## config.mk

```make
export PLATFORM = sky130hd
export DESIGN_NAME = flash_log_append_controller
export DESIGN_NICKNAME = d
export VERILOG_FILES = /design/src/hdl/flac_pkg.sv /design/src/hdl/flash_log_append_controller.sv
export SDC_FILE = /design/constraint.sdc
export NUM_CORES = 1
export LEC_CHECK = 0
export BUFFER_PORTS_ARGS = -buffer_cell sky130_fd_sc_hd__buf_4
export CORE_MARGIN = 10
export CORE_UTILIZATION = 50
export CTS_BUF_LIST = sky130_fd_sc_hd__clkbuf_8
export CTS_CLUSTER_SIZE = 24
export DETAILED_ROUTE_END_ITERATION = 7
export HOLD_SLACK_MARGIN = 0.03
export PLACE_DENSITY = 0.68
export SLEW_MARGIN = 10
export SYNTH_ARGS = -nofsm -noshare
export SYNTH_HDL_FRONTEND = slang
export SYNTH_SLANG_ARGS = --single-unit
```

## constraint.sdc

```tcl
create_clock -name clk -period 11.25 [get_ports clk]
set_input_delay 0.5625 -clock clk [delete_from_list [all_inputs] [get_ports clk]]
set_output_delay 0.5625 -clock clk [all_outputs]
set_load 0.005 [all_outputs]
```

## src/hdl/flac_pkg.sv

```systemverilog
`timescale 1ns / 1ps

package flac_pkg;

    // flash geometry
    localparam int FLASH_LOG2  = 24;
    localparam int SECTOR_LOG2 = 12;
    localparam int WORD_LOG2   = 2;
    localparam int SECTOR_W    = FLASH_LOG2 - SECTOR_LOG2;
    localparam int SLOT_W      = SECTOR_LOG2 - WORD_LOG2;
    localparam int SLOTS_PER_SECTOR = (1 << SLOT_W) - 1;

    localparam logic [31:0] HEADER_BASE = 32'h7056_3412;
    localparam logic [31:0] ERASED_WORD = 32'hFFFF_FFFF;
    localparam logic [3:0]  LAST_HEADER = 4'hF;

    // result queue
    localparam int QUEUE_DEPTH = 4;
    localparam int QCNT_W      = 3;
    localparam int MAX_RESULTS = 3;

    typedef enum logic [1:0] {
        ACT_RESCAN = 2'd0,
        ACT_SAVE   = 2'd1,
        ACT_READ   = 2'd2
    } action_t;

    typedef enum logic [1:0] {
        KIND_READ   = 2'd0,
        KIND_WRITE  = 2'd1,
        KIND_STATUS = 2'd2,
        KIND_DONE   = 2'd3
    } kind_t;

    typedef struct packed {
        action_t            action;
        logic signed [23:0] temperature;
        logic [31:0]        read_data;
    } in_item_t;

    typedef struct packed {
        kind_t        kind;
        logic [23:0]  address;
        logic [31:0]  write_data;
        logic         accepted;
        logic         full_res;
        logic [15:0]  record_count;
        logic         last;
    } out_item_t;

endpackage

```

## src/hdl/flash_log_append_controller.sv

```systemverilog
`timescale 1ns / 1ps

// Channel   Signals                      Direction   Payload
// req       req_valid, req_stall, req    in          flac_pkg::in_item_t
// rsp       rsp_valid, rsp_stall, rsp    out         flac_pkg::out_item_t
//
// An item is decoded in the cycle it is accepted; its zero to three results enter
// a four-entry result queue and leave from its head, one per cycle while rsp_stall
// is low, from the next cycle on. One item per cycle is taken while each gives at
// most one result and rsp is free. req_stall is high while more than one result is
// queued, so an accepted save (two results, three at a sector crossing) stalls req.
// Reset clears the queue and all scan state; free position and count read 0.

module flash_log_append_controller
(
    input  logic                 clk,
    input  logic                 rst_n,
    input  logic                 req_valid,
    output logic                 req_stall,
    input  flac_pkg::in_item_t   req,
    output logic                 rsp_valid,
    input  logic                 rsp_stall,
    output flac_pkg::out_item_t  rsp
);

    logic                              scanning_reg, scanning_next;
    logic [3:0]                        header_reg, header_next;
    logic [flac_pkg::SECTOR_W-1:0]     sector_reg, sector_next;
    logic                              in_records_reg, in_records_next;
    logic [flac_pkg::SLOT_W-1:0]       slot_reg, slot_next;
    logic [flac_pkg::FLASH_LOG2-1:0]   free_pos_reg, free_pos_next;
    logic                              full_reg, full_next;
    logic [15:0]                       count_reg, count_next;

    flac_pkg::out_item_t               queue_reg [flac_pkg::QUEUE_DEPTH];
    flac_pkg::out_item_t               queue_next [flac_pkg::QUEUE_DEPTH];
    logic [flac_pkg::QCNT_W-1:0]       qcnt_reg, qcnt_next;

    flac_pkg::out_item_t               res [flac_pkg::MAX_RESULTS];
    logic [1:0]                        n_res;

    logic                              push, pop;
    logic [flac_pkg::QCNT_W-1:0]       base;

    logic [flac_pkg::SLOT_W-1:0]       slot_inc;
    logic [flac_pkg::SECTOR_W-1:0]     sector_inc;
    logic [15:0]                       count_inc;
    logic [31:0]                       header_word;
    logic signed [24:0]                t_adj;
    logic signed [24:0]                t_quot;
    logic [15:0]                       t_sat;
    logic [flac_pkg::FLASH_LOG2-1:0]   free_pos_inc;

    assign req_stall = (qcnt_reg > flac_pkg::QCNT_W'(1));
    assign push      = req_valid && !req_stall;
    assign rsp_valid = (qcnt_reg != '0);
    assign rsp       = queue_reg[0];
    assign pop       = rsp_valid && !rsp_stall;

    assign slot_inc     = slot_reg + 1'b1;
    assign sector_inc   = sector_reg + 1'b1;
    assign count_inc    = count_reg + 16'd1;
    assign header_word  = flac_pkg::HEADER_BASE | {4'd0, header_reg, 24'd0};
    assign free_pos_inc = free_pos_reg + flac_pkg::FLASH_LOG2'(4);

    // divide by 16, rounding toward zero, then clamp to 16 bits
    assign t_adj  = $signed({req.temperature[23], req.temperature})
                    + (req.temperature[23] ? 25'sd15 : 25'sd0);
    assign t_quot = t_adj >>> 4;
    always_comb
    begin
        if (t_quot > 25'sd32767)
            t_sat = 16'h7FFF;
        else if (t_quot < -25'sd32768)
            t_sat = 16'h8000;
        else
            t_sat = t_quot[15:0];
    end

    always_comb
    begin
        scanning_next   = scanning_reg;
        header_next     = header_reg;
        sector_next     = sector_reg;
        in_records_next = in_records_reg;
        slot_next       = slot_reg;
        free_pos_next   = free_pos_reg;
        full_next       = full_reg;
        count_next      = count_reg;
        n_res           = 2'd0;
        for (int k = 0; k < flac_pkg::MAX_RESULTS; k++)
        begin
            res[k] = '{kind: flac_pkg::KIND_READ, address: '0, write_data: '0,
                       accepted: 1'b0, full_res: full_reg, record_count: count_reg,
                       last: 1'b0};
        end

        case (req.action)
            flac_pkg::ACT_RESCAN:
            begin
                count_next      = '0;
                scanning_next   = 1'b1;
                header_next     = '0;
                sector_next     = '0;
                in_records_next = 1'b0;
                slot_next       = '0;
                res[0].record_count = '0;
                res[0].last     = 1'b1;
                n_res           = 2'd1;
            end
            flac_pkg::ACT_SAVE:
            begin
                if (full_reg || scanning_reg)
                begin
                    res[0].kind = flac_pkg::KIND_STATUS;
                    res[0].last = 1'b1;
                    n_res       = 2'd1;
                end
                else
                begin
                    count_next          = count_inc;
                    res[0].kind         = flac_pkg::KIND_WRITE;
                    res[0].address      = free_pos_reg;
                    res[0].write_data   = {count_inc[7:0], count_inc[15:8], t_sat};
                    res[0].record_count = count_inc;
                    free_pos_next       = free_pos_inc;
                    if (free_pos_inc[flac_pkg::SECTOR_LOG2-1:0] == '0)
                    begin
                        // sector filled: start a fresh scan
                        count_next          = '0;
                        scanning_next       = 1'b1;
                        header_next         = '0;
                        sector_next         = '0;
                        in_records_next     = 1'b0;
                        slot_next           = '0;
                        res[1].record_count = '0;
                        res[2].kind         = flac_pkg::KIND_STATUS;
                        res[2].accepted     = 1'b1;
                        res[2].record_count = '0;
                        res[2].last         = 1'b1;
                        n_res               = 2'd3;
                    end
                    else
                    begin
                        res[1].kind         = flac_pkg::KIND_STATUS;
                        res[1].accepted     = 1'b1;
                        res[1].record_count = count_inc;
                        res[1].last         = 1'b1;
                        n_res               = 2'd2;
                    end
                end
            end
            flac_pkg::ACT_READ:
            begin
                if (scanning_reg)
                begin
                    n_res       = 2'd1;
                    res[0].last = 1'b1;
                    if (!in_records_reg && req.read_data == header_word)
                    begin
                        in_records_next = 1'b1;
                        slot_next       = '0;
                        res[0].address  = {sector_reg, flac_pkg::SLOT_W'(1), 2'b00};
                    end
                    else if (in_records_reg && req.read_data == flac_pkg::ERASED_WORD)
                    begin
                        free_pos_next   = {sector_reg, slot_inc, 2'b00};
                        full_next       = 1'b0;
                        scanning_next   = 1'b0;
                        in_records_next = 1'b0;
                        res[0].kind     = flac_pkg::KIND_DONE;
                        res[0].address  = {sector_reg, slot_inc, 2'b00};
                        res[0].full_res = 1'b0;
                    end
                    else if (in_records_reg && (32'(slot_inc) < 32'(flac_pkg::SLOTS_PER_SECTOR)))
                    begin
                        count_next          = count_inc;
                        slot_next           = slot_inc;
                        res[0].record_count = count_inc;
                        res[0].address      = {sector_reg, slot_inc + 1'b1, 2'b00};
                    end
                    else
                    begin
                        // header mismatch or sector full: move to the next sector
                        if (in_records_reg)
                        begin
                            count_next          = count_inc;
                            res[0].record_count = count_inc;
                        end
                        in_records_next = 1'b0;
                        slot_next       = '0;
                        sector_next     = sector_inc;
                        res[0].address  = {sector_inc, flac_pkg::SECTOR_LOG2'(0)};
                        if (sector_inc == '0)
                        begin
                            if (header_reg == flac_pkg::LAST_HEADER)
                            begin
                                scanning_next   = 1'b0;
                                full_next       = 1'b1;
                                res[0].kind     = flac_pkg::KIND_DONE;
                                res[0].address  = '0;
                                res[0].full_res = 1'b1;
                            end
                            else
                            begin
                                header_next = header_reg + 1'b1;
                            end
                        end
                    end
                end
            end
            default:
            begin
                n_res = 2'd0;
            end
        endcase
    end

    // result queue: head at entry 0, new results appended behind the survivors
    always_comb
    begin
        base = qcnt_reg - flac_pkg::QCNT_W'(pop);
        for (int i = 0; i < flac_pkg::QUEUE_DEPTH; i++)
        begin
            if (pop && i < flac_pkg::QUEUE_DEPTH - 1)
                queue_next[i] = queue_reg[i + 1];
            else
                queue_next[i] = queue_reg[i];
            for (int k = 0; k < flac_pkg::MAX_RESULTS; k++)
            begin
                if (push && (k < 32'(n_res)) && (32'(i) == 32'(base) + k))
                    queue_next[i] = res[k];
            end
        end
        qcnt_next = base + (push ? flac_pkg::QCNT_W'(n_res) : '0);
    end

    always_ff @(posedge clk)
    begin
        queue_reg <= queue_next;
    end

    always_ff @(posedge clk or negedge rst_n)
    begin
        if (!rst_n)
        begin
            qcnt_reg       <= '0;
            scanning_reg   <= 1'b0;
            header_reg     <= '0;
            sector_reg     <= '0;
            in_records_reg <= 1'b0;
            slot_reg       <= '0;
            free_pos_reg   <= '0;
            full_reg       <= 1'b0;
            count_reg      <= '0;
        end
        else
        begin
            qcnt_reg <= qcnt_next;
            if (push)
            begin
                scanning_reg   <= scanning_next;
                header_reg     <= header_next;
                sector_reg     <= sector_next;
                in_records_reg <= in_records_next;
                slot_reg       <= slot_next;
                free_pos_reg   <= free_pos_next;
                full_reg       <= full_next;
                count_reg      <= count_next;
            end
        end
    end

endmodule

```

==> results_dict.tcl, run 1 <==
set metrics [dict create \
    fill_cells 4026 \
    syn_avg_cell_area_um2 7.95 \
    synth_warnings 0 \
    period_share_pct 51.3 \
    crit_end "queue_reg[5]" \
    status "completed" \
    hp-class "in2async" \
    gp_congestion 0.945 \
    start_kind "flip-flop" \
    dr.pass1.iters 6 \
    synth.distinct_cells 94 \
    endpoint_kind "flip-flop" \
    drv_cap 0 \
    drv_slew 0 \
    fin_ws_ns 5.48 \
    fin_total_pwr_mw 4.31 \
    initial_core_util_pct 50.6 \
    final_nets 2753 \
    cts_resized 0 \
    port-buffer-count 140 \
    arrival_ns 6.02 \
    routed_wl_mm 69.8 \
    final_util_pct 55.0 \
    cts_buffer_depth 3 \
    viasPerCell 6.28 \
    syn_nets 2815 \
    reg2reg_from "qcnt_reg[2]" \
    ys_seq_elements 374 \
    cts_tree "yes" \
    met3_usage_pct 4.57 \
    gr-total-overflow 0 \
    synth_top_area_share_pct 20.3 \
    slew_headroom_pct 16.7 \
    dp_hpwl_mm 47.1 \
    antenna_found_initial 0 \
    largest_register_ffs 228 \
    tns_ns 0 \
    top_usage_layer "met2" \
    grt_usage_pct 25.5 \
    grt_pass1_wl_mm 109 \
    dpl_cell_area_um2 22300 \
    cts-root-buf "clkbuf_8" \
    finalSetupViolCount 0 \
    boundaryPins 141 \
    hold_viol_final 0 \
    htreeDepth 3 \
    drtAntennaViolNets 0 \
    use_met2_pct 40.1 \
    grt_start_max_net_pins 112 \
    hold_buffers 1 \
    rsz0062_at_grt "no" \
    n_antenna_cell 0 \
    skew_ns 0.0445 \
    synth_edf_count 84 \
    ys_seq_area_share_pct 39.9 \
    ff2ff_setup_slack_ns 5.48 \
    r2r-end "queue_reg[5]" \
    syn_to_final_growth_pct 8.83 \
    netlist_instances 2733 \
    drcViolationCount 0 \
    dp_slack_ns 5.54 \
    synthFlopType "dfxtp_1" \
    cts_made_buffers 67 \
    ys_async_sr_fraction_pct 18.7 \
    path_clk_slew_ns 0.06 \
    clock_latency_ns 0.66 \
    seq_area_um2 8680 \
    worst_pin_slew_ns 1.25 \
    grt_pass1_vias 19466 \
    drive_above_1_share_pct 13.0 \
    crit_path_start "qcnt_reg[2]" \
    drt_iter0_drc 2171 \
    clkSinkCount 374 \
    design.core.area_um2 43000 \
    fp.dieArea_um2 52200 \
    ir_worst_vdd_v 0.0000979 \
    die_h_um 228 \
    grt_use_met1_pct 34.7 \
    fmax_mhz 173 \
    synthTopCellsByArea "dfxtp_1 (20%), edfxtp_1 (12%), nand2_1 (9.4%)" \
    reg2reg_depth 14 \
    cp.required_ns 11.50 \
    cts_setup_buffers 0 \
    syn-cell-area_um2 21700 \
    multi_input_area_um2 11500 \
    cellPowerDensity_nw_per_um2 182 \
    vias 20782 \
    yosysTopAreaCell "dfxtp_1" \
    worstPathMaxFanout 49 \
    post_drt_wl_per_cell_um 21.1 \
    power_leakage_nw 9.10 \
    die_w_um 228 \
    period_minus_slack_ns 5.77 \
    design_area_um2 23700 \
    rows 76 \
    worst-setup-path-type "reg2reg" \
]
==> worst min-delay path by stage <==
stage,from,to,slack [ns],depth (start not counted)
6_report,rst_n,sector_reg[10],0.29,2
3_5_place_dp,rst_n,sector_reg[10],0.41,1
2_1_floorplan,rst_n,count_reg[0],0.27,0
4_1_cts,rst_n,sector_reg[10],0.27,2
3_3_place_gp,rst_n,sector_reg[10],0.41,1
5_1_grt,rst_n,sector_reg[10],0.30,2
==> per-layer routing <==
metal  part of all wire [%]  wire (um)
met5                      0          0
met4                    2.5       1730
met3                    8.8       6110
met2                     45      31700
met1                     43      30200
==> stage by stage <==
stage | hold slack, ns | instances
floorplan | 0.267 | 2733
global placement | 0.412 | 3186
detailed placement | 0.413 | 3186
CTS | 0.269 | 3308
global route | 0.303 | 3308
finish | 0.291 | 3308
==> synthesized netlist by cell type (11+ instances only) <==
master / count
nand2_1: 545
a21oi_1: 222
dfxtp_1: 220
nor2_1: 184
clkbuf_1: 179
nand3_1: 167
o21ai_0: 131
edfxtp_1: 84
buf_4: 79
dfrtp_1: 70
and3_1: 63
a31oi_1: 50
nor3_1: 47
xnor2_1: 36
a22oi_1: 34
inv_1: 32
a221oi_1: 31
buf_2: 30
nor4_1: 30
nand4_1: 29
or3_1: 29
a211oi_1: 24
xor2_1: 24
a2bb2oi_1: 22
o311a_1: 20
ha_1: 19
o21a_1: 17
o2bb2ai_1: 16
a32o_1: 14
and2_1: 14
buf_1: 13
o31ai_1: 13
a211oi_2: 12
o211ai_1: 12
a21o_1: 11
a221o_1: 11
or4_1: 11
==> area by class of cell <==
type | count | share of cell area, %
clock buffer | 80 | 4.65
inverter | 36 | 0.582
clock inverter | 41 | 0.862
sequential | 374 | 36.7
timing repair buffer | 173 | 5.50
tap | 585 | 3.09
multi-input combinational | 2019 | 48.6
==> worst max-delay path: stages (launching register included) <==
cell,delay [ns]
dfrtp_1,0.44
or3_1,0.46
nand2b_4,0.45
inv_4,0.34
ha_1,0.29
ha_1,0.19
xor2_1,0.37
inv_1,0.16
ha_1,0.42
nand2b_1,0.13
or3_1,0.65
nand2_1,0.15
buf_4,0.37
nor2_1,0.24
inv_1,0.70
==> power by group <==
part           internal (mW)  leakage, nW  switching (mW)
sequential              1.70         3.48           0.246
combinational          0.484         4.86           0.625
clock                  0.652        0.757           0.601
total                   2.84         9.10            1.47
==> cells in the final DEF, fill, tap and decap left out, types with 11 or more instances in the layout <==
cell and instances:
nand2_1 543, a21oi_1 221, dfxtp_1 220, nor2_1 182, buf_4 172, nand3_1 167, o21ai_0 131, edfxtp_1 84
clkbuf_8 80, dfrtp_1 70, and3_1 63, inv_1 54, a31oi_1 49, nor3_1 46, xnor2_1 36, a22oi_1 34
a221oi_1 31, nor4_1 29, nand4_1 29, or3_1 28, xor2_1 24, a211oi_1 24, a2bb2oi_1 22, o311a_1 19
ha_1 18, o21a_1 17, o2bb2ai_1 16, a32o_1 14, and2_1 13, o31ai_1 13, o211ai_1 12, a211oi_2 12
or4_1 11, a21o_1 11, a221o_1 11
==> cell families (layout without fill, tap and decap cells) <==
group / after synthesis / in the layout / share of synthesized area [%]
AOI/OAI and AO/OA: 742 / 742 / 23.2
buffers and inverters: 340 / 330 / 7.45
DFF: 374 / 374 / 39.9
and+or+nand+nor: 1183 / 1183 / 25.1
adders and majority gates: 20 / 20 / 1.19
muxes: 14 / 14 / 0.668
xor gates and xnor gates: 60 / 60 / 2.42
No activity file was read; power rests on OpenSTA's default activity.
==> run 2: changes to the inputs <==
--- a/config.mk
+++ b/config.mk
@@ -5,6 +5,7 @@
 export SDC_FILE = /design/constraint.sdc
 export NUM_CORES = 1
 export LEC_CHECK = 0
+export ABC_AREA = 1
 export BUFFER_PORTS_ARGS = -buffer_cell sky130_fd_sc_hd__buf_4
 export CORE_MARGIN = 10
 export CORE_UTILIZATION = 50
==> constraint.sdc (replaced) <==
create_clock -name clk -period 5.85 [get_ports clk]
set_input_delay 0.2925 -clock clk [delete_from_list [all_inputs] [get_ports clk]]
set_output_delay 0.2925 -clock clk [all_outputs]
set_load 0.005 [all_outputs]
==> results_dict.tcl, run 2 <==
set metrics [dict create \
    period_share_pct 69.9 \
    hp-class "in2reg" \
    reg2reg_depth 16 \
    yosys-top-cells-count "nand2_1 (975), nor2_1 (346), inv_1 (234)" \
    synthFlopType "dfxtp_1" \
    drive_above_1_share_pct 12.3 \
    rows 76 \
    rsz0062_at_grt "no" \
    synth_edf_count 84 \
    r2r-end "queue_reg[187]" \
    cts_setup_buffers 0 \
    syn_to_final_growth_pct 9.42 \
    worstPathCellList "nor2_2 > buf_4 > a21oi_4 > buf_4 > ha_1 > ha_1 > or2_1 > nand2_1 > ha_1 > nand2_2 > nor2_2 > nor2_2 > inv_2 > nor2_1 > nand2_1 > o21ai_0" \
    cp.required_ns 6.36 \
    hold_viol_final 0 \
    final_nets 3256 \
    synth_most_common_cell "nand2_1" \
    largest_register_ffs 228 \
    cpPeakStageDelay_ns 0.74 \
    ff2ff_setup_slack_ns 1.76 \
    gr-total-overflow 0 \
    cellPowerDensity_nw_per_um2 411 \
    fin_total_pwr_mw 9.82 \
    ys_seq_area_share_pct 39.7 \
    clock_latency_ns 0.67 \
    critPathBufInv 3 \
    post_drt_wl_per_cell_um 18.4 \
    mostFrequentLayoutCell "nand2_1" \
    yosysTopAreaCell "dfxtp_1" \
    clkSinkCount 374 \
    synth_top_area_share_pct 20.1 \
    grt_pass1_wl_mm 111 \
    final_cell_mix "nand2_1 (975), nor2_1 (344), inv_1 (258), dfxtp_1 (220), nand3_1 (213)" \
    drv_cap 0 \
    gp_congestion 0.968 \
    synth.distinct_cells 62 \
    worst-setup-path-type "reg2reg" \
    fmax_mhz 245 \
    top_usage_layer "met2" \
    whs_ns 0.127 \
    ys_seq_elements 374 \
    use_met2_pct 42.3 \
    dp_hpwl_mm 48.9 \
    path_clk_slew_ns 0.06 \
    die_h_um 229 \
    syn_nets 3246 \
    endpoint_kind "flip-flop" \
    port-buffer-count 140 \
    final_util_pct 55.4 \
    grt_usage_pct 25.8 \
    start_kind "flip-flop" \
    antenna_found_initial 0 \
    boundaryPins 141 \
    status "completed" \
    ir_worst_vdd_v 0.000226 \
    vias 21279 \
    worstPathMaxFanout 43 \
    holdPathEnd "queue_reg[31]" \
    grt_pass1_vias 20122 \
    grt_use_met1_pct 32.7 \
    routed_wl_mm 70.0 \
    dr.pass1.iters 6 \
    netlist_instances 3164 \
    grt_start_max_net_pins 86 \
    drcViolationCount 0 \
    met3_usage_pct 4.77 \
    syn-cell-area_um2 21900 \
    crit_family "simple AND/OR/NAND/NOR gates" \
    die_w_um 229 \
    htreeDepth 3 \
    drt_iter0_drc 2019 \
    reg2reg_from "qcnt_reg[2]" \
    slew_headroom_pct 31.2 \
    design.core.area_um2 43200 \
    worst_pin_slew_ns 1.03 \
    arrival_ns 4.60 \
    finalSetupViolCount 0 \
    period_minus_slack_ns 4.09 \
    cts_made_buffers 69 \
    fp.dieArea_um2 52500 \
    cts_buffer_depth 3 \
    viasPerCell 5.59 \
    synthTopCellsByArea "dfxtp_1 (20%), nand2_1 (17%), edfxtp_1 (12%)" \
    synth_warnings 0 \
    hold_depth 6 \
    initial_core_util_pct 50.6 \
    syn_avg_cell_area_um2 6.91 \
    tns_ns 0 \
    cts_tree "yes" \
    drtAntennaViolNets 0 \
    ys_async_sr_fraction_pct 18.7 \
    cp_slowest_cell "nor2_2" \
    power_leakage_nw 10.6 \
    drv_slew 0 \
    cts-root-buf "clkbuf_8" \
    hold_start "req[48]" \
    skew_ns 0.0434 \
]
-- run 2: stage by stage --
step / instance area (um2) / setup slack (ns) / cells
2_1_floorplan: 21900 / 2.38 / 3164
3_3_place_gp: 22600 / 1.92 / 3687
3_5_place_dp: 22600 / 1.81 / 3687
4_1_cts: 23900 / 1.81 / 3808
5_1_grt: 23900 / 1.48 / 3808
6_report: 23900 / 1.76 / 3809
-- run 2: per-layer routing --
metal | share of wire [%] | vias up | routed length (um)
li1 | - | 10275 | -
met1 | 42 | 10000 | 29300
met2 | 46 | 841 | 32400
met3 | 7.6 | 163 | 5340
met4 | 4.2 | 0 | 2970
met5 | 0 | - | 0
-- run 2: report_power, final --
group          internal [mW]  leakage [nW]  switching [mW]
logic                   1.20          6.35            2.12
registers               3.52          3.54           0.601
clock network           1.21         0.747            1.17
total                   5.94          10.6            3.89
-- run 2: worst register-to-register path, stage by stage (launching register included) --
cell and delay, ns:
dfrtp_1 0.38, nor2_2 0.05, buf_4 0.15, a21oi_4 0.11, buf_4 0.44, ha_1 0.24, ha_1 0.15, or2_1 0.10
nand2_1 0.12, ha_1 0.34, nand2_2 0.11, nor2_2 0.74, nor2_2 0.19, inv_2 0.58, nor2_1 0.11, nand2_1 0.09
o21ai_0 0.07
-- run 2: final cells by class --
class | instances | area (um2)
Antenna cell | 1 | 2.50
Clock buffer | 77 | 1060
Clock inverter | 43 | 214
Fill cell | 4269 | 19300
Inverter | 258 | 972
Multi-Input combinational cell | 2288 | 10900
Sequential cell | 374 | 8680
Tap cell | 585 | 732
Timing Repair Buffer | 183 | 1390
-- run 2: cells by family (layout without fill, tap and decap cells) --
| group | after synthesis | in the layout | share of synthesized area [%] |
|---|---|---|---|
| AOI/OAI and AO/OA | 515 | 515 | 13.5 |
| xor gates and xnor gates | 39 | 39 | 1.56 |
| adders and majority gates | 20 | 20 | 1.18 |
| buffers and inverters | 502 | 561 | 10.7 |
| DFF | 374 | 374 | 39.7 |
| muxes | 1 | 1 | 0.0458 |
| other | 0 | 1 | 0 |
| and+or+nand+nor | 1713 | 1713 | 33.2 |
-- run 2: worst max path at each step --
stage / start / end / slack [ns] / depth (start not counted)
detailed placement: qcnt_reg[2] / queue_reg[175] / 1.81 / 16
global route: qcnt_reg[2] / queue_reg[187] / 1.48 / 16
global placement: qcnt_reg[2] / queue_reg[174] / 1.92 / 16
floorplan: qcnt_reg[2] / rsp[0] / 2.38 / 17
finish: qcnt_reg[2] / queue_reg[187] / 1.76 / 16
CTS: qcnt_reg[1] / queue_reg[187] / 1.81 / 16
-- run 2: timing repair --
item | in CTS | in global routing
gates resized for setup | 0 | 0
endpoints found under the hold margin | 70 | 0
hold buffers | 1 | 0
